$ cat src/rtl/idq_pkg.sv
// Shared types, constants and helpers of the integer deque with search.
`default_nettype none

package idq_pkg;

    // Ring geometry
    localparam int DEPTH = 16;
    localparam int AW    = $clog2(DEPTH);
    localparam int CW    = $clog2(DEPTH + 1);
    localparam int SW    = CW + 1;
    localparam int VW    = 32;
    localparam int RW    = 3;

    // Request codes
    typedef enum logic [RW-1:0] {
        REQ_PUSH_FRONT = 3'd0,
        REQ_PUSH_BACK  = 3'd1,
        REQ_POP_FRONT  = 3'd2,
        REQ_POP_BACK   = 3'd3,
        REQ_FIND       = 3'd4,
        REQ_READ_ALL   = 3'd5
    } t_req;

    // Controller states
    typedef enum logic [2:0] {
        ST_IDLE = 3'b001,
        ST_WALK = 3'b010,
        ST_OUT  = 3'b100
    } t_state;

    // Controller to datapath
    typedef struct packed {
        logic load_simple;
        logic start_walk;
        logic step;
        logic load_find;
        logic load_entry;
    } t_dp_cmd;

    // Datapath to controller
    typedef struct packed {
        logic in_walk;
        logic is_find;
        logic hit;
        logic at_last;
        logic out_last;
    } t_dp_status;

    // Ring position: base plus offset, wrapped once (offset never exceeds DEPTH)
    function automatic logic [AW-1:0] ring_add(input logic [AW-1:0] base,
                                               input logic [CW-1:0] off);
        logic [SW-1:0] s;
        s = SW'(base) + SW'(off);
        if (s >= SW'(DEPTH)) begin
            s = s - SW'(DEPTH);
        end
        return s[AW-1:0];
    endfunction

endpackage

`default_nettype wire

$ cat src/rtl/idq_req_if.sv
// Request channel: request type and value with valid/ready.
`default_nettype none

interface idq_req_if;
    import idq_pkg::*;

    logic          valid;
    logic          ready;
    logic [RW-1:0] req_type;
    logic [VW-1:0] value;

    modport source (output valid, output req_type, output value, input ready);
    modport sink   (input valid, input req_type, input value, output ready);
endinterface

`default_nettype wire

$ cat src/rtl/idq_rsp_if.sv
// Result channel: status fields and readout entry with valid/ready.
`default_nettype none

interface idq_rsp_if;
    import idq_pkg::*;

    logic                 valid;
    logic                 ready;
    logic                 found;
    logic [CW-1:0]        count;
    logic                 dropped;
    logic signed [VW-1:0] entry_value;
    logic                 entry_valid;
    logic                 last;

    modport source (output valid, output found, output count, output dropped,
                     output entry_value, output entry_valid, output last,
                     input ready);
    modport sink   (input valid, input found, input count, input dropped,
                     input entry_value, input entry_valid, input last,
                     output ready);
endinterface

`default_nettype wire

$ cat src/rtl/idq_ram.sv
// Generic single-write, single-read RAM with registered read data.
`default_nettype none

module idq_ram #(
    parameter int WIDTH = 32,
    parameter int DEPTH = 16
) (
    input  wire logic                     i_clk,
    input  wire logic                     i_we,
    input  wire logic [$clog2(DEPTH)-1:0] i_waddr,
    input  wire logic [WIDTH-1:0]         i_wdata,
    input  wire logic [$clog2(DEPTH)-1:0] i_raddr,
    output logic      [WIDTH-1:0]         o_rdata
);

    logic [WIDTH-1:0] mem [DEPTH];

    // Write port and registered read port
    always_ff @(posedge i_clk) begin
        if (i_we) begin
            mem[i_waddr] <= i_wdata;
        end
        o_rdata <= mem[i_raddr];
    end

endmodule

`default_nettype wire

$ cat src/rtl/idq_dp.sv
// Datapath: ring pointers, count, entry store, walk index and result register.
`default_nettype none

module idq_dp (
    input  wire logic                        i_clk,
    input  wire logic                        i_rst_n,
    input  wire logic [idq_pkg::RW-1:0]      i_req_type,
    input  wire logic [idq_pkg::VW-1:0]      i_value,
    input  wire idq_pkg::t_dp_cmd            i_cmd,
    output idq_pkg::t_dp_status              o_status,
    output logic                             o_found,
    output logic [idq_pkg::CW-1:0]           o_count,
    output logic                             o_dropped,
    output logic [idq_pkg::VW-1:0]           o_entry_value,
    output logic                             o_entry_valid,
    output logic                             o_last
);
    import idq_pkg::*;

    logic [AW-1:0] r_front;
    logic [CW-1:0] r_count;
    logic [AW-1:0] r_idx;
    logic [VW-1:0] r_value;
    logic          r_is_find;
    logic          r_found;
    logic          r_dropped;
    logic [VW-1:0] r_entry_value;
    logic          r_entry_valid;
    logic          r_last;

    t_req          req;
    logic          full;
    logic          empty;
    logic          is_push;
    logic [AW-1:0] front_dec;
    logic [AW-1:0] front_inc;
    logic [AW-1:0] back_pos;
    logic [CW-1:0] next_off;
    logic          we;
    logic [AW-1:0] waddr;
    logic [AW-1:0] raddr;
    logic [VW-1:0] rdata;

    // Decode and ring arithmetic
    assign req       = t_req'(i_req_type);
    assign full      = (r_count == CW'(DEPTH));
    assign empty     = (r_count == '0);
    assign is_push   = (req == REQ_PUSH_FRONT) || (req == REQ_PUSH_BACK);
    assign front_dec = (r_front == '0) ? AW'(DEPTH - 1) : (r_front - AW'(1));
    assign front_inc = ring_add(r_front, CW'(1));
    assign back_pos  = ring_add(r_front, r_count);
    assign next_off  = CW'(r_idx) + CW'(1);

    // Store ports: pushes write, walk reads one entry ahead
    assign we    = i_cmd.load_simple && is_push && !full;
    assign waddr = (req == REQ_PUSH_FRONT) ? front_dec : back_pos;
    assign raddr = i_cmd.start_walk ? r_front : ring_add(r_front, next_off);

    idq_ram #(
        .WIDTH (VW),
        .DEPTH (DEPTH)
    ) u_store (
        .i_clk   (i_clk),
        .i_we    (we),
        .i_waddr (waddr),
        .i_wdata (i_value),
        .i_raddr (raddr),
        .o_rdata (rdata)
    );

    // Status to the controller
    assign o_status.in_walk  = ((req == REQ_FIND) || (req == REQ_READ_ALL)) && !empty;
    assign o_status.is_find  = r_is_find;
    assign o_status.hit      = (rdata == r_value);
    assign o_status.at_last  = (next_off == r_count);
    assign o_status.out_last = r_last;

    // Pointers, count and walk index
    always_ff @(posedge i_clk) begin
        if (!i_rst_n) begin
            r_front <= '0;
            r_count <= '0;
            r_idx   <= '0;
        end else begin
            if (i_cmd.load_simple) begin
                unique case (req)
                    REQ_PUSH_FRONT: begin
                        if (!full) begin
                            r_front <= front_dec;
                            r_count <= r_count + CW'(1);
                        end
                    end
                    REQ_PUSH_BACK: begin
                        if (!full) begin
                            r_count <= r_count + CW'(1);
                        end
                    end
                    REQ_POP_FRONT: begin
                        if (!empty) begin
                            r_front <= front_inc;
                            r_count <= r_count - CW'(1);
                        end
                    end
                    REQ_POP_BACK: begin
                        if (!empty) begin
                            r_count <= r_count - CW'(1);
                        end
                    end
                    default: begin
                    end
                endcase
            end
            if (i_cmd.start_walk) begin
                r_idx <= '0;
            end else if (i_cmd.step) begin
                r_idx <= r_idx + AW'(1);
            end
        end
    end

    // Latched request and result register
    always_ff @(posedge i_clk) begin
        if (i_cmd.start_walk) begin
            r_value   <= i_value;
            r_is_find <= (req == REQ_FIND);
        end
        if (i_cmd.load_simple) begin
            r_found       <= 1'b0;
            r_dropped     <= is_push && full;
            r_entry_value <= '0;
            r_entry_valid <= 1'b0;
            r_last        <= 1'b1;
        end else if (i_cmd.load_find) begin
            r_found       <= o_status.hit;
            r_dropped     <= 1'b0;
            r_entry_value <= '0;
            r_entry_valid <= 1'b0;
            r_last        <= 1'b1;
        end else if (i_cmd.load_entry) begin
            r_found       <= 1'b0;
            r_dropped     <= 1'b0;
            r_entry_value <= rdata;
            r_entry_valid <= 1'b1;
            r_last        <= o_status.at_last;
        end
    end

    assign o_found       = r_found;
    assign o_count       = r_count;
    assign o_dropped     = r_dropped;
    assign o_entry_value = r_entry_value;
    assign o_entry_valid = r_entry_valid;
    assign o_last        = r_last;

endmodule

`default_nettype wire

$ cat src/rtl/idq_ctrl.sv
// Controller: request sequencing, entry walk and result handshake.
`default_nettype none

module idq_ctrl (
    input  wire logic                 i_clk,
    input  wire logic                 i_rst_n,
    input  wire logic                 i_in_valid,
    output logic                      o_in_ready,
    output logic                      o_out_valid,
    input  wire logic                 i_out_ready,
    input  wire idq_pkg::t_dp_status  i_status,
    output idq_pkg::t_dp_cmd          o_cmd
);
    import idq_pkg::*;

    t_state r_state;
    t_state n_state;
    logic   in_acc;
    logic   out_acc;

    assign o_in_ready  = (r_state == ST_IDLE);
    assign o_out_valid = (r_state == ST_OUT);
    assign in_acc      = i_in_valid && o_in_ready;
    assign out_acc     = o_out_valid && i_out_ready;

    // Next state and commands
    always_comb begin
        n_state = r_state;
        o_cmd   = '0;
        unique case (r_state)
            ST_IDLE: begin
                if (in_acc) begin
                    if (i_status.in_walk) begin
                        o_cmd.start_walk = 1'b1;
                        n_state          = ST_WALK;
                    end else begin
                        o_cmd.load_simple = 1'b1;
                        n_state           = ST_OUT;
                    end
                end
            end
            ST_WALK: begin
                if (i_status.is_find) begin
                    if (i_status.hit || i_status.at_last) begin
                        o_cmd.load_find = 1'b1;
                        n_state         = ST_OUT;
                    end else begin
                        o_cmd.step = 1'b1;
                    end
                end else begin
                    o_cmd.load_entry = 1'b1;
                    n_state          = ST_OUT;
                end
            end
            ST_OUT: begin
                if (out_acc) begin
                    if (i_status.out_last) begin
                        n_state = ST_IDLE;
                    end else begin
                        // next readout entry: its read is issued this cycle
                        o_cmd.step = 1'b1;
                        n_state    = ST_WALK;
                    end
                end
            end
            default: begin
                n_state = ST_IDLE;
            end
        endcase
    end

    always_ff @(posedge i_clk) begin
        if (!i_rst_n) begin
            r_state <= ST_IDLE;
        end else begin
            r_state <= n_state;
        end
    end

endmodule

`default_nettype wire

$ cat src/rtl/int_deque_with_search_unit.sv
// Push, pop and unused requests give their one result in the cycle after acceptance.
// Find: the walk stops at the first hit or the last entry, one store read per cycle.
// Readout: each entry is read, then registered; the next read follows its acceptance.
// One item at a time: the next item is taken once the last result of the previous one goes.
// Reset (synchronous, active low) empties the ring; the entry store itself is not cleared.
`default_nettype none

module int_deque_with_search_unit (
    input  wire logic  i_clk,
    input  wire logic  i_rst_n,
    idq_req_if.sink    i_req,
    idq_rsp_if.source  o_rsp
);
    import idq_pkg::*;

    t_dp_cmd    cmd;
    t_dp_status status;

    idq_ctrl u_ctrl (
        .i_clk       (i_clk),
        .i_rst_n     (i_rst_n),
        .i_in_valid  (i_req.valid),
        .o_in_ready  (i_req.ready),
        .o_out_valid (o_rsp.valid),
        .i_out_ready (o_rsp.ready),
        .i_status    (status),
        .o_cmd       (cmd)
    );

    idq_dp u_dp (
        .i_clk         (i_clk),
        .i_rst_n       (i_rst_n),
        .i_req_type    (i_req.req_type),
        .i_value       (i_req.value),
        .i_cmd         (cmd),
        .o_status      (status),
        .o_found       (o_rsp.found),
        .o_count       (o_rsp.count),
        .o_dropped     (o_rsp.dropped),
        .o_entry_value (o_rsp.entry_value),
        .o_entry_valid (o_rsp.entry_valid),
        .o_last        (o_rsp.last)
    );

endmodule

`default_nettype wire
$ cat src/flat_wrapper.sv
// flat-port wrapper written by rule: the top's interface ports become plain ports
module int_deque_with_search_unit_flat import idq_pkg::*;
  (i_clk, i_rst_n, i_req_valid, i_req_req_type, i_req_value, i_req_ready, o_rsp_valid, o_rsp_found, o_rsp_count, o_rsp_dropped, o_rsp_entry_value, o_rsp_entry_valid, o_rsp_last, o_rsp_ready);
  idq_req_if i_req_i ();
  idq_rsp_if o_rsp_i ();
  input  wire logic i_clk;
  input  wire logic i_rst_n;
  input wire logic [$bits(i_req_i.valid)-1:0] i_req_valid;
  input wire logic [$bits(i_req_i.req_type)-1:0] i_req_req_type;
  input wire logic [$bits(i_req_i.value)-1:0] i_req_value;
  output wire logic [$bits(i_req_i.ready)-1:0] i_req_ready;
  output wire logic [$bits(o_rsp_i.valid)-1:0] o_rsp_valid;
  output wire logic [$bits(o_rsp_i.found)-1:0] o_rsp_found;
  output wire logic [$bits(o_rsp_i.count)-1:0] o_rsp_count;
  output wire logic [$bits(o_rsp_i.dropped)-1:0] o_rsp_dropped;
  output wire logic [$bits(o_rsp_i.entry_value)-1:0] o_rsp_entry_value;
  output wire logic [$bits(o_rsp_i.entry_valid)-1:0] o_rsp_entry_valid;
  output wire logic [$bits(o_rsp_i.last)-1:0] o_rsp_last;
  input wire logic [$bits(o_rsp_i.ready)-1:0] o_rsp_ready;
  assign i_req_i.valid = i_req_valid;
  assign i_req_i.req_type = i_req_req_type;
  assign i_req_i.value = i_req_value;
  assign i_req_ready = i_req_i.ready;
  assign o_rsp_valid = o_rsp_i.valid;
  assign o_rsp_found = o_rsp_i.found;
  assign o_rsp_count = o_rsp_i.count;
  assign o_rsp_dropped = o_rsp_i.dropped;
  assign o_rsp_entry_value = o_rsp_i.entry_value;
  assign o_rsp_entry_valid = o_rsp_i.entry_valid;
  assign o_rsp_last = o_rsp_i.last;
  assign o_rsp_i.ready = o_rsp_ready;
  int_deque_with_search_unit u_core (.i_clk(i_clk), .i_rst_n(i_rst_n), .i_req(i_req_i), .o_rsp(o_rsp_i));
endmodule
$ cat config.mk
export PLATFORM = sky130hd
export DESIGN_NAME = int_deque_with_search_unit_flat
export DESIGN_NICKNAME = d
export VERILOG_FILES = /design/src/rtl/idq_pkg.sv /design/src/rtl/idq_req_if.sv /design/src/rtl/idq_rsp_if.sv /design/src/rtl/idq_ram.sv /design/src/rtl/idq_dp.sv /design/src/rtl/idq_ctrl.sv /design/src/rtl/int_deque_with_search_unit.sv /design/src/flat_wrapper.sv
export SDC_FILE = /design/constraint.sdc
export NUM_CORES = 1
export LEC_CHECK = 0
export ABC_AREA = 0
export BUFFER_PORTS_ARGS = -buffer_cell sky130_fd_sc_hd__buf_2
export CORE_MARGIN = 2
export CORE_UTILIZATION = 44
export DETAILED_ROUTE_END_ITERATION = 8
export GPL_ROUTABILITY_DRIVEN = 0
export PLACE_DENSITY_LB_ADDON = 0.25
export SETUP_SLACK_MARGIN = 0.15
export SLEW_MARGIN = 15
export SYNTH_ARGS = -nofsm -noshare
export SYNTH_HDL_FRONTEND = slang
export SYNTH_SLANG_ARGS = --single-unit
$ cat constraint.sdc
create_clock -name i_clk -period 10.7 [get_ports i_clk]
set_clock_uncertainty 0.15 [all_clocks]
set_input_delay 2.14 -clock i_clk [delete_from_list [all_inputs] [get_ports i_clk]]
set_output_delay 2.14 -clock i_clk [all_outputs]
set_load 0.005 [all_outputs]
==> Word-level counts from Yosys, hierarchy flattened <==
Memories as Yosys holds them, arrays and structs flattened. A register that Yosys moved wholly into a read port is not among the register bits.
Cells that the tools add are included.
{ "classes": {"multipliers": 0, "n_shift": 0, "muxes": 37, "reduce_logical": 25, "eq_ne": 18, "add_sub_neg": 11, "n_lt_le_gt_ge": 3, "bitwise_logic": 1, "n_div": 0} }
{ "op_table": {"columns": ["cell", "n"], "rows": [
  ["$eq A32 B32 Y1", 1],
  ["$mux W4", 8],
  ["$sub A4 B1 Y4 const B", 4],
  ["$mux W3", 5],
  ["$mux W1", 13],
  ["$add A4 B5 Y6", 2],
  ["$ge A6 B5 Y1 const B", 2],
  ["$add A4 B1 Y5 const B", 2],
  ["$mux W2", 5],
  ["$mux W5", 2],
  ["$pmux W5 S2", 1],
  ["$eq A3 B2 Y1 const B", 3],
  ["$eq A3 B3 Y1 const B", 3],
  ["$pmux W3 S3", 1],
  ["$ne A2 B2 Y1 const B", 4],
  ["$pmux W4 S2", 1],
  ["$reduce_and A4 Y1", 2],
  ["$reduce_or A2 Y1", 4],
  ["$eq A3 B1 Y1 const B", 2],
  ["$logic_and A1 B1 Y1", 6],
  ["$reduce_bool A2 Y1", 3],
  ["$add A5 B1 Y5 const B", 1],
  ["$eq A5 B5 Y1", 1],
  ["$eq A5 B5 Y1 const B", 1],
  ["other kinds (14)", 18]
]} }
{ "totals": {"romBits": 0, "latchBits": 0, "elab_cells": 107, "mem_count": 1, "output_inout_bits": 43, "inputBits": 39, "ram_bits": 512, "reg_bits": 85} }
{ "memory_table": {"columns": ["name", "words", "width", "rd", "rd_clocked_by_memory_dff", "wr", "line_no", "text"], "rows": [
  ["u_core.u_dp.u_store.mem", 16, 32, 1, 1, 1, "idq_ram.sv:16", "logic [WIDTH-1:0] mem [DEPTH];"]
]} }

==> Logic depth before layout (Yosys ltp) <==
Gate-level depths: netlist of run 1.
{ "depth": {"depth_word": 10, "ltp_mapped": 12, "ltp_nobuf": 10} }

==> Modules after synthesis <==
A second synthesis of run 1 with hierarchy kept.
{ "hier_totals": {"hier_cells": 1185, "hier_area_um2": 23835.4} }
{ "by_module_without_submodules": {"columns": ["mod", "n_inst", "area_per_inst_um2", "cells_each", "seq_area_each_um2"], "rows": [
  ["idq_ram", 1, 19835.3, 838, 16015.4],
  ["idq_dp", 1, 3763.6, 316, 1981.9],
  ["idq_ctrl", 1, 236.5, 31, 60.1]
]} }

==> Worst setup path before layout of run 1 <==
Ideal clock, no wire load.
{ "synth_timing": {"path_kind": "in2reg", "start": "in i_req_req_type[1]", "end": "mem u_core.u_dp.u_store.mem[11][0], enable pin", "path_stages": 6, "t_arrival_ns": 4.524, "n_path_buf": 1, "setup_ns": 0.421, "t_required_ns": 10.129, "slack_ns": 5.605, "cell_sequence": "or3_1 -> clkbuf_1 -> nor2_1 -> a22o_1 -> nand2_1 -> nor2_1"} }
{ "synth_between": {"elab_chain_cells": 10, "elab_cells_between_ends": 15, "cone_classes": "eq/ne (3); mux (6); reduce/logical (6)"} }
{ "synth_lines": {"columns": ["element", "line_no", "text"], "rows": [
  ["start, declared", "flat_wrapper.sv:9", "input wire logic [$bits(i_req_i.req_type)-1:0] i_req_req_type;"],
  ["$eq A3 B3 Y1", "idq_dp.sv:72", "assign o_status.in_walk = ((req == REQ_FIND) || (req == REQ_READ_ALL)) && !empty;"],
  ["$logic_or A1 B1 Y1", "idq_dp.sv:72", null],
  ["$logic_and A1 B1 Y1", "idq_dp.sv:72", null],
  ["$mux W1", "idq_ctrl.sv:33", "if (i_status.in_walk) begin"],
  ["$mux W2", "idq_ctrl.sv:32", "if (in_acc) begin"],
  ["$mux W2", "idq_ctrl.sv:30", "unique case (r_state)"],
  ["$logic_and A1 B1 Y1 (2 in series)", "idq_dp.sv:55", "assign we = i_cmd.load_simple && is_push && !full;"],
  ["$mux W1", "idq_ram.sv:20", "if (i_we) begin"],
  ["$mux W1 (implied by the code)", "idq_ram.sv:21", "mem[i_waddr] <= i_wdata;"],
  ["end, declared", "idq_ram.sv:16", null]
]} }
Several ways; a longest one is shown, not always the timed one.

==> Final worst setup path of run 1 <==
{ "layout_timing": {"start": "in i_req_req_type[2]", "end": "reg u_core.u_dp.u_store.o_rdata[22], read port of u_core.u_dp.u_store.mem"} }
{ "layout_between": {"elab_chain_cells": 7, "elab_cells_between_ends": 8, "cone_classes": "eq/ne (2); mux (4); reduce/logical (2)"} }
{ "layout_lines": {"columns": ["element", "line_no", "text"], "rows": [
  ["$eq A3 B3 Y1", "idq_dp.sv:72", null],
  ["$logic_or A1 B1 Y1 (*)", "idq_dp.sv:72", null],
  ["$logic_and A1 B1 Y1 (*)", "idq_dp.sv:72", null],
  ["$mux W1 (*)", "idq_ctrl.sv:33", null],
  ["$mux W2 (*)", "idq_ctrl.sv:32", null],
  ["$mux W2 (*)", "idq_ctrl.sv:30", null],
  ["$mux W4 (*)", "idq_dp.sv:57", "assign raddr = i_cmd.start_walk ? r_front : ring_add(r_front, next_off);"],
  ["end, declared", "idq_ram.sv:13", "output logic [WIDTH-1:0] o_rdata"]
]} }
Every way passes the cells marked *; elsewhere a longest branch is shown, timed or not.
A chain may end at the register's enable or synchronous reset.

==> metrics.md, run 1 <==
| Metric | Value |
|---|---|
| Status | `finished, final reports clean` |
| Clk root buf | `clkbuf_16` |
| Post-synthesis cell count | `1,819` |
| Die Wd | `241 um` |
| Reg2reg end | `u_core.u_dp.u_store.o_rdata[22]$_DFF_P_` |
| Io pins | `82` |
| Die Area | `0.0579 mm2` |
| PortBufs | `81` |
| Number of DRC markers in iteration 0 | `1,480` |
| Vias per inst | `5.66` |
| Post-cts sizing count | `0` |
| Total CTS buffers | `61` |
| WHS Path Cells | `2` |
| FF-to-FF path depth | `8` |
| Slew headroom | `0.249` |
| Register area share after synthesis | `0.733` |
| TritonRoute pass-1 iters | `7` |
| Max-Cap Viols | `0` |
| Nets@finish | `1,941` |
| DR vias | `15.2k` |
| Mapped Area | `0.0246 mm2` |
| Simple-gate share of the synthesized area | `0.0963` |
| Synth Flop Type | `edfxtp_1` |
| FF-to-FF setup slack | `5.90 ns` |
| CP max FO | `50` |
| DP Cell Count | `2,571` |
| Library cells used by synthesis | `61` |
| Hold buffer count at cts | `0` |
| Fin crit period | `5.31 ns` |
| Worst Hold Class | `register to register` |
| Count of final hold-check violations | `0` |
| Initial Util | `0.446` |
| FF-to-FF Start | `u_core.u_dp.o_count[1]$_SDFFE_PN0P_` |
| Clock Latency Late Sink | `0.62 ns` |
| Fin cells | `2,689` |
| ANT nets after route | `0` |
| Gr usage total | `0.222` |
| Async SR Flop Fraction | `0` |
| Share of cells above drive strength 1 | `0.125` |
| Vias in the first global route | `14.9k` |
| Setup crit start kind | `primary input` |
| Clock-pin slew on the worst setup and hold paths | `0.06 ns` |
| EDFF count, synth | `546` |
| WL/cell | `23.6 um` |
| Routed WL | `63.6 mm` |
| Hold Path End | `u_core.u_dp.o_entry_value[22]$_SDFFE_PP0P_` |
| Global-route met2 utilization | `0.357` |
| CTS sink count | `629` |
| Global route overflow | `0` |
| Peak VDD IR | `128 uV` |
| Arrival time worst endpoint | `5.70 ns` |
| Syn_area_per_cell | `13.5 um2` |
| Worst Tran Pin Value | `1.12 ns` |
| Multiplexer area fraction after synthesis | `0.0205` |
| Max H-tree Level | `2` |
| Crit path required time | `11.08 ns` |
| Final Slew Violations | `0` |
| Finish-stage setup viols | `0` |
| Post-synthesis xor/xnor area fraction | `0.0190` |
| Part of the cycle the worst path needs | `0.496` |
| Compound-Gate Fraction of Synth Area | `0.0978` |
| Largest net degree at the start of global routing | `174` |
| Pwr dens | `187 mW/mm2` |
| Layout area overhead | `12.8%` |
| Met3 Track Usage GR | `0.0356` |
| Main area contributors after synthesis | `edfxtp_1 67%, dfxtp_1 6.7%, nand2_1 5.9%` |
| Fill count | `4,733` |
| Met1 usage | `0.310` |
| CP Capture Type | `register` |
| Hold_sp | `u_core.u_dp.o_entry_value[22]$_SDFFE_PP0P_` |
| Fmax | `188 MHz` |
| Post-synth top area share | `0.666` |
| Core footprint | `0.0552 mm2` |
| Adder-Cell Fraction of Synth Area | `0.00904` |
| Synthesized flop and latch total | `629` |
| Ys Warns | `0` |
| Leakage | `9.62 nW` |
| CTS tree | `yes` |
| Initial antenna violation count | `4` |
| Post-CTS repair timing setup buffer count | `0` |
| Dpl hpwl | `33.0 mm` |
| Cell row count | `86` |
| First-pass GRT wire length | `94.7 mm` |
| RSZ-0062 raised after global routing | `no` |
| Largest family of logic cells by synthesized area | `compound AO/OA/AOI/OAI gates` |
| Sum Neg Setup Slack | `0 ns` |
| Synth area leader | `edfxtp_1` |
| Clock tree buffer depth | `3` |
| Crit path kind | `primary input to register` |
| DIE HEIGHT | `241 um` |
| Synthesized net count | `1,874` |
| GR peak layer | `met2` |
| DRC | `0` |
[layout make-up]
class | instances | area [um2] | area share
antenna | 4 | 10.0 | 0.000360
clock buffer | 96 | 1780 | 0.0640
clock inverter | 18 | 156 | 0.00563
inverter | 16 | 60.1 | 0.00216
multi-input combinational | 1067 | 6150 | 0.221
sequential | 629 | 18100 | 0.650
tap | 748 | 936 | 0.0337
timing repair buffer | 111 | 643 | 0.0231
[per-layer routing]
metal | wire (um) | vias up
met5 | 10 | -
met1 | 27700 | 7641
met3 | 4090 | 116
met4 | 1730 | 2
li1 | - | 6914
met2 | 30000 | 548
[registers in the layout, indices dropped and copies added (netlist names), 3 cells and up]
name                         flops
u_core.u_dp.u_store.mem        512
u_core.u_dp.o_entry_value       32
u_core.u_dp.r_value             32
u_core.u_dp.u_store.o_rdata     32
u_core.u_dp.o_count              5
u_core.u_dp.r_front              4
u_core.u_dp.r_idx                4
u_core.u_ctrl.r_state            3
[cells in the final DEF (no fill, tap or decap), types with 10 or more instances in the layout]
cell and count:
dfxtp_1 83, a21oi_1 218, nand3_1 59, xor2_1 34
nor4_1 10, buf_2 81, xnor2_1 16, clkbuf_16 61
nand2_1 384, a22oi_1 40, ha_1 13, nand4_1 27
nor2_1 29, a221oi_1 30, o21ai_1 25, edfxtp_1 546
nor2_4 17, inv_1 15, nor2b_1 10, a32oi_1 25
clkbuf_1 23, mux2i_1 39, clkbuf_8 12, buf_4 29
[stage by stage]
stage | power [W] | utilization | hold slack, ns | setup slack, ns | instance area [um2]
final | 0.00520 | 0.503 | 0.300 | 5.39 | 27800
after floorplan | 0.00303 | - | 0.294 | 5.61 | 24600
after global routing | 0.00537 | 0.503 | 0.322 | 5.17 | 27800
after detailed placement | 0.00318 | 0.468 | 0.294 | 4.78 | 25800
after global placement | 0.00317 | 0.468 | 0.293 | 4.72 | 25800
after CTS | 0.00523 | 0.503 | 0.302 | 5.45 | 27800
[Yosys cell counts, drive strengths merged (2+ instances only)]
cell     count
a2111oi      2
a211oi       6
a21o         6
a21oi      219
a221oi      30
a22oi       40
a31o         2
a32oi       25
buf         58
clkbuf      49
dfxtp       83
edfxtp     546
fa           3
ha          13
inv         16
mux2         5
mux2i       42
nand2      385
nand2b       4
nand3       59
nand4       27
nor2        49
nor2b       10
nor3         5
nor3b        2
nor4        11
o21a         3
o21ai       33
o221ai       2
o22ai        8
o31ai        3
o32ai        3
or2          2
or3          2
xnor2       17
xor2        34
[power by group]
part	switching, W	internal, W	leakage [nW]	total, W
clock network	0.000891	0.00118	0.947	0.00208
registers	0.0000354	0.00271	5.59	0.00274
logic	0.000269	0.000118	3.08	0.000386
[cells by family after synthesis]
group | after synthesis
multiplexers | 47
AO/OA/AOI/OAI | 392
XOR/XNOR | 52
flip-flops | 629
AND/OR/NAND/NOR | 560
buffers and inverters | 123
adder cells (fa/ha/maj) | 16
[worst max-delay path, cell delays in order]
cell and delay, ns:
buf_2 0.15, nor2b_1 0.24, o211ai_2 0.41, mux2i_4 0.98, buf_4 0.76, nor2_4 0.39, a32oi_1 0.29, nand4_1 0.13
o21ai_1 0.14
[worst max-delay path by stage]
| stage | slack, ns | startpoint | cells past startpoint | endpoint |
|---|---|---|---|---|
| 6_report | 5.39 | i_req_req_type[2] | 9 | u_core.u_dp.u_store.o_rdata[22]$_DFF_P_ |
| 3_3_place_gp | 4.72 | i_req_valid | 9 | u_core.u_dp.u_store.o_rdata[3]$_DFF_P_ |
| 4_1_cts | 5.45 | i_req_req_type[2] | 9 | u_core.u_dp.u_store.o_rdata[22]$_DFF_P_ |
| 5_1_grt | 5.17 | i_req_valid | 9 | u_core.u_dp.u_store.o_rdata[12]$_DFF_P_ |
| 3_5_place_dp | 4.78 | i_req_req_type[2] | 9 | u_core.u_dp.u_store.o_rdata[22]$_DFF_P_ |
| 2_1_floorplan | 5.61 | i_req_req_type[1] | 6 | u_core.u_dp.u_store.mem[11][0]$_DFFE_PP_ |
No activity file was read; power rests on OpenSTA's default activity.
==> run 2: changes to the inputs <==
==> constraint.sdc (replaced) <==
create_clock -name i_clk -period 4.7 [get_ports i_clk]
set_clock_uncertainty 0.15 [all_clocks]
set_input_delay 0.94 -clock i_clk [delete_from_list [all_inputs] [get_ports i_clk]]
set_output_delay 0.94 -clock i_clk [all_outputs]
set_load 0.005 [all_outputs]
==> run 2 against run 1 <==
  * Die area unchanged
  * Largest cell class unchanged
  * Flip-flop and latch count unchanged
  * Cell area up 1.3%
  * Clock-buffer cell count down 3
  * Sequential share of layout area down 0.83 points
==> metrics.md, run 2 (synthesized netlist as in run 1, its figures left out) <==
| Metric | Value |
|---|---|
| Status | `finished, final reports clean (unchanged)` |
| Clock-pin slew on the worst setup and hold paths | `0.06 ns (about the same)` |
| PortBufs | `81 (unchanged)` |
| Routed met3 length | `4.85 mm (was 4.09 mm)` |
| Metal1 wirelength | `27.1 mm (was 27.7 mm)` |
| CTS sink count | `629 (unchanged)` |
| Io pins | `82 (unchanged)` |
| Slew headroom | `0.315 (was 0.249)` |
| Die Wd | `241 um (unchanged)` |
| CTS tree | `yes (unchanged)` |
| ANT nets after route | `0 (unchanged)` |
| CP max FO | `43 (was 50)` |
| Arrival time worst endpoint | `4.14 ns (was 5.70 ns)` |
| Post-Route Utilization | `0.510 (was 0.503)` |
| Clk root buf | `clkbuf_16 (unchanged)` |
| Fin crit period | `3.79 ns` |
| Comb pwr share | `0.075 (was 0.074)` |
| Post-CTS repair timing setup buffer count | `0 (unchanged)` |
| Fmax | `264 MHz` |
| Final Slew Violations | `0 (unchanged)` |
| Share of cells above drive strength 1 | `0.135 (was 0.125)` |
| Post-cts sizing count | `0 (unchanged)` |
| DR vias | `15.2k (about the same)` |
| Global route overflow | `0 (unchanged)` |
| CP Capture Type | `register (unchanged)` |
| Core footprint | `0.0552 mm2 (unchanged)` |
| Top sig layer | `met5 (unchanged)` |
| Commonest non-fill, non-tap cell in the layout | `edfxtp_1 (unchanged)` |
| Gr usage total | `0.218 (was 0.222)` |
| Most frequent cells in the layout | `546 x edfxtp_1, 384 x nand2_1, 218 x a21oi_1, 83 x dfxtp_1, 81 x buf_2 (unchanged)` |
| Dpl hpwl | `35.4 mm (was 33.0 mm)` |
| Metal2 WL | `29.3 mm (was 30.0 mm)` |
| Seq pwr share | `0.515 (was 0.527)` |
| Number of flip-flops in the largest register | `512 (unchanged)` |
| Finish-stage setup viols | `0 (unchanged)` |
| Clock tree buffer depth | `3 (unchanged)` |
| Total CTS buffers | `61 (unchanged)` |
| Routed WL | `63.0 mm (was 63.6 mm)` |
| Clock power share | `0.411 (was 0.399)` |
| DIE HEIGHT | `241 um (unchanged)` |
| Pwr dens | `432 mW/mm2 (was 187 mW/mm2)` |
| Sum Neg Setup Slack | `0 ns (unchanged)` |
| First-pass GRT wire length | `93.4 mm (was 94.7 mm)` |
| Nets@finish | `1,955 (was 1,941)` |
| Setup crit start kind | `register (was primary input)` |
| WL/cell | `23.3 um (was 23.6 um)` |
| Top reg by flops | `u_core.u_dp.u_store.mem (unchanged)` |
| Die Area | `0.0579 mm2 (unchanged)` |
| Hold buffer count at cts | `0 (unchanged)` |
| RSZ-0062 raised after global routing | `no (unchanged)` |
| Initial antenna violation count | `2 (was 4)` |
| Leakage | `9.79 nW (was 9.62 nW)` |
| Largest net degree at the start of global routing | `119 (was 174)` |
| TritonRoute pass-1 iters | `5 (was 7)` |
| Crit path kind | `register to register (was primary input to register)` |
| Initial Util | `0.446 (unchanged)` |
| Layout area overhead | `14.3% (was 12.8%)` |
| Sw frac | `0.229 (was 0.230)` |
| Pint | `0.00937 W (was 0.00401 W)` |
| Count of final hold-check violations | `0 (unchanged)` |
| Part of the cycle the worst path needs | `0.807` |
| Vias in the first global route | `14.9k (about the same)` |
| Cell row count | `86 (unchanged)` |
| Vias per inst | `5.64 (was 5.66)` |
| Max H-tree Level | `2 (unchanged)` |
| Fill count | `4,650 (was 4,733)` |
| Crit path required time | `5.05 ns (was 11.08 ns)` |
| DRC | `0 (unchanged)` |
| Max-Cap Viols | `0 (unchanged)` |
| Peak VDD IR | `322 uV (was 128 uV)` |
| Number of DRC markers in iteration 0 | `1,652 (was 1,480)` |
| Worst Tran Pin Value | `1.02 ns (was 1.12 ns)` |
| Psw | `0.00279 W (was 0.00119 W)` |
| Worst Hold Class | `register to register (unchanged)` |
| Clock Latency Late Sink | `0.65 ns (was 0.62 ns)` |
run 2: changes by cell type in the layout (fill, tap and decap cells not counted), sizes merged:
cell,previous run,this run
diode,4,1
bufinv,2,5
inv,19,17
clkinvlp,0,2
clkbuf,96,93
buf,111,125
clkinv,13,15
run 2: critical path, cell delays in order, from the launching register on:
cell      delay (ns)
dfxtp_1         0.41
or4_4           0.57
o211ai_2        0.73
mux2i_4         0.38
buf_4           0.54
buf_4           0.45
a221oi_1        0.09
a21oi_1         0.22
o21ai_1         0.08
run 2: worst paths after layout:
path,cells past startpoint,start,slack [ns],end
worst max-delay path,8,u_core.u_dp.o_count[1]$_SDFFE_PN0P_,0.91,u_core.u_dp.u_store.o_rdata[20]$_DFF_P_
worst min-delay path,2,u_core.u_dp.o_entry_value[29]$_SDFFE_PP0P_,0.30,u_core.u_dp.o_entry_value[29]$_SDFFE_PP0P_
worst max register to register,8,u_core.u_dp.o_count[1]$_SDFFE_PN0P_,0.91,u_core.u_dp.u_store.o_rdata[20]$_DFF_P_
worst min register to register,2,u_core.u_dp.o_entry_value[29]$_SDFFE_PP0P_,0.30,u_core.u_dp.o_entry_value[29]$_SDFFE_PP0P_
run 2: layer usage:
| metal | up-vias | global-route usage |
|---|---|---|
| li1 | 6951 | - |
| met1 | 7576 | 0.306 |
| met2 | 596 | 0.343 |
| met3 | 105 | 0.0427 |
| met4 | 2 | 0.0749 |
| met5 | - | 0 |
run 2: area by class of cell:
cell class | instances | area [um2] | area share
Multi-Input combinational cell | 1067 | 6140 | 0.218
Tap cell | 748 | 936 | 0.0332
Timing Repair Buffer | 125 | 873 | 0.0310
Clock buffer | 93 | 1810 | 0.0643
Inverter | 16 | 60.1 | 0.00213
Antenna cell | 1 | 2.50 | 0.0000889
Sequential cell | 629 | 18100 | 0.641
Clock inverter | 23 | 269 | 0.00956
run 2: per-stage QoR:
stage	total power (W)	instances	hold slack, ns	instance area, um2	worst slack, ns
after floorplan	0.00689	1819	0.294	24600	0.805
after global placement	0.00727	2585	0.294	26100	0.930
after detailed placement	0.00728	2585	0.294	26100	0.875
after CTS	0.0122	2701	0.302	28100	0.857
after global routing	0.0125	2701	0.317	28100	0.682
final	0.0122	2702	0.303	28200	0.905
run 2: power groups by stage:
| stage | combinational, W | clock, W | sequential (W) |
|---|---|---|---|
| after floorplan | 0.000569 | 0 | 0.00632 |
| final | 0.000910 | 0.00499 | 0.00626 |
| after detailed placement | 0.000908 | 0 | 0.00637 |
| after global placement | 0.000892 | 0 | 0.00637 |
| after global routing | 0.000997 | 0.00528 | 0.00626 |
| after CTS | 0.000911 | 0.00508 | 0.00625 |
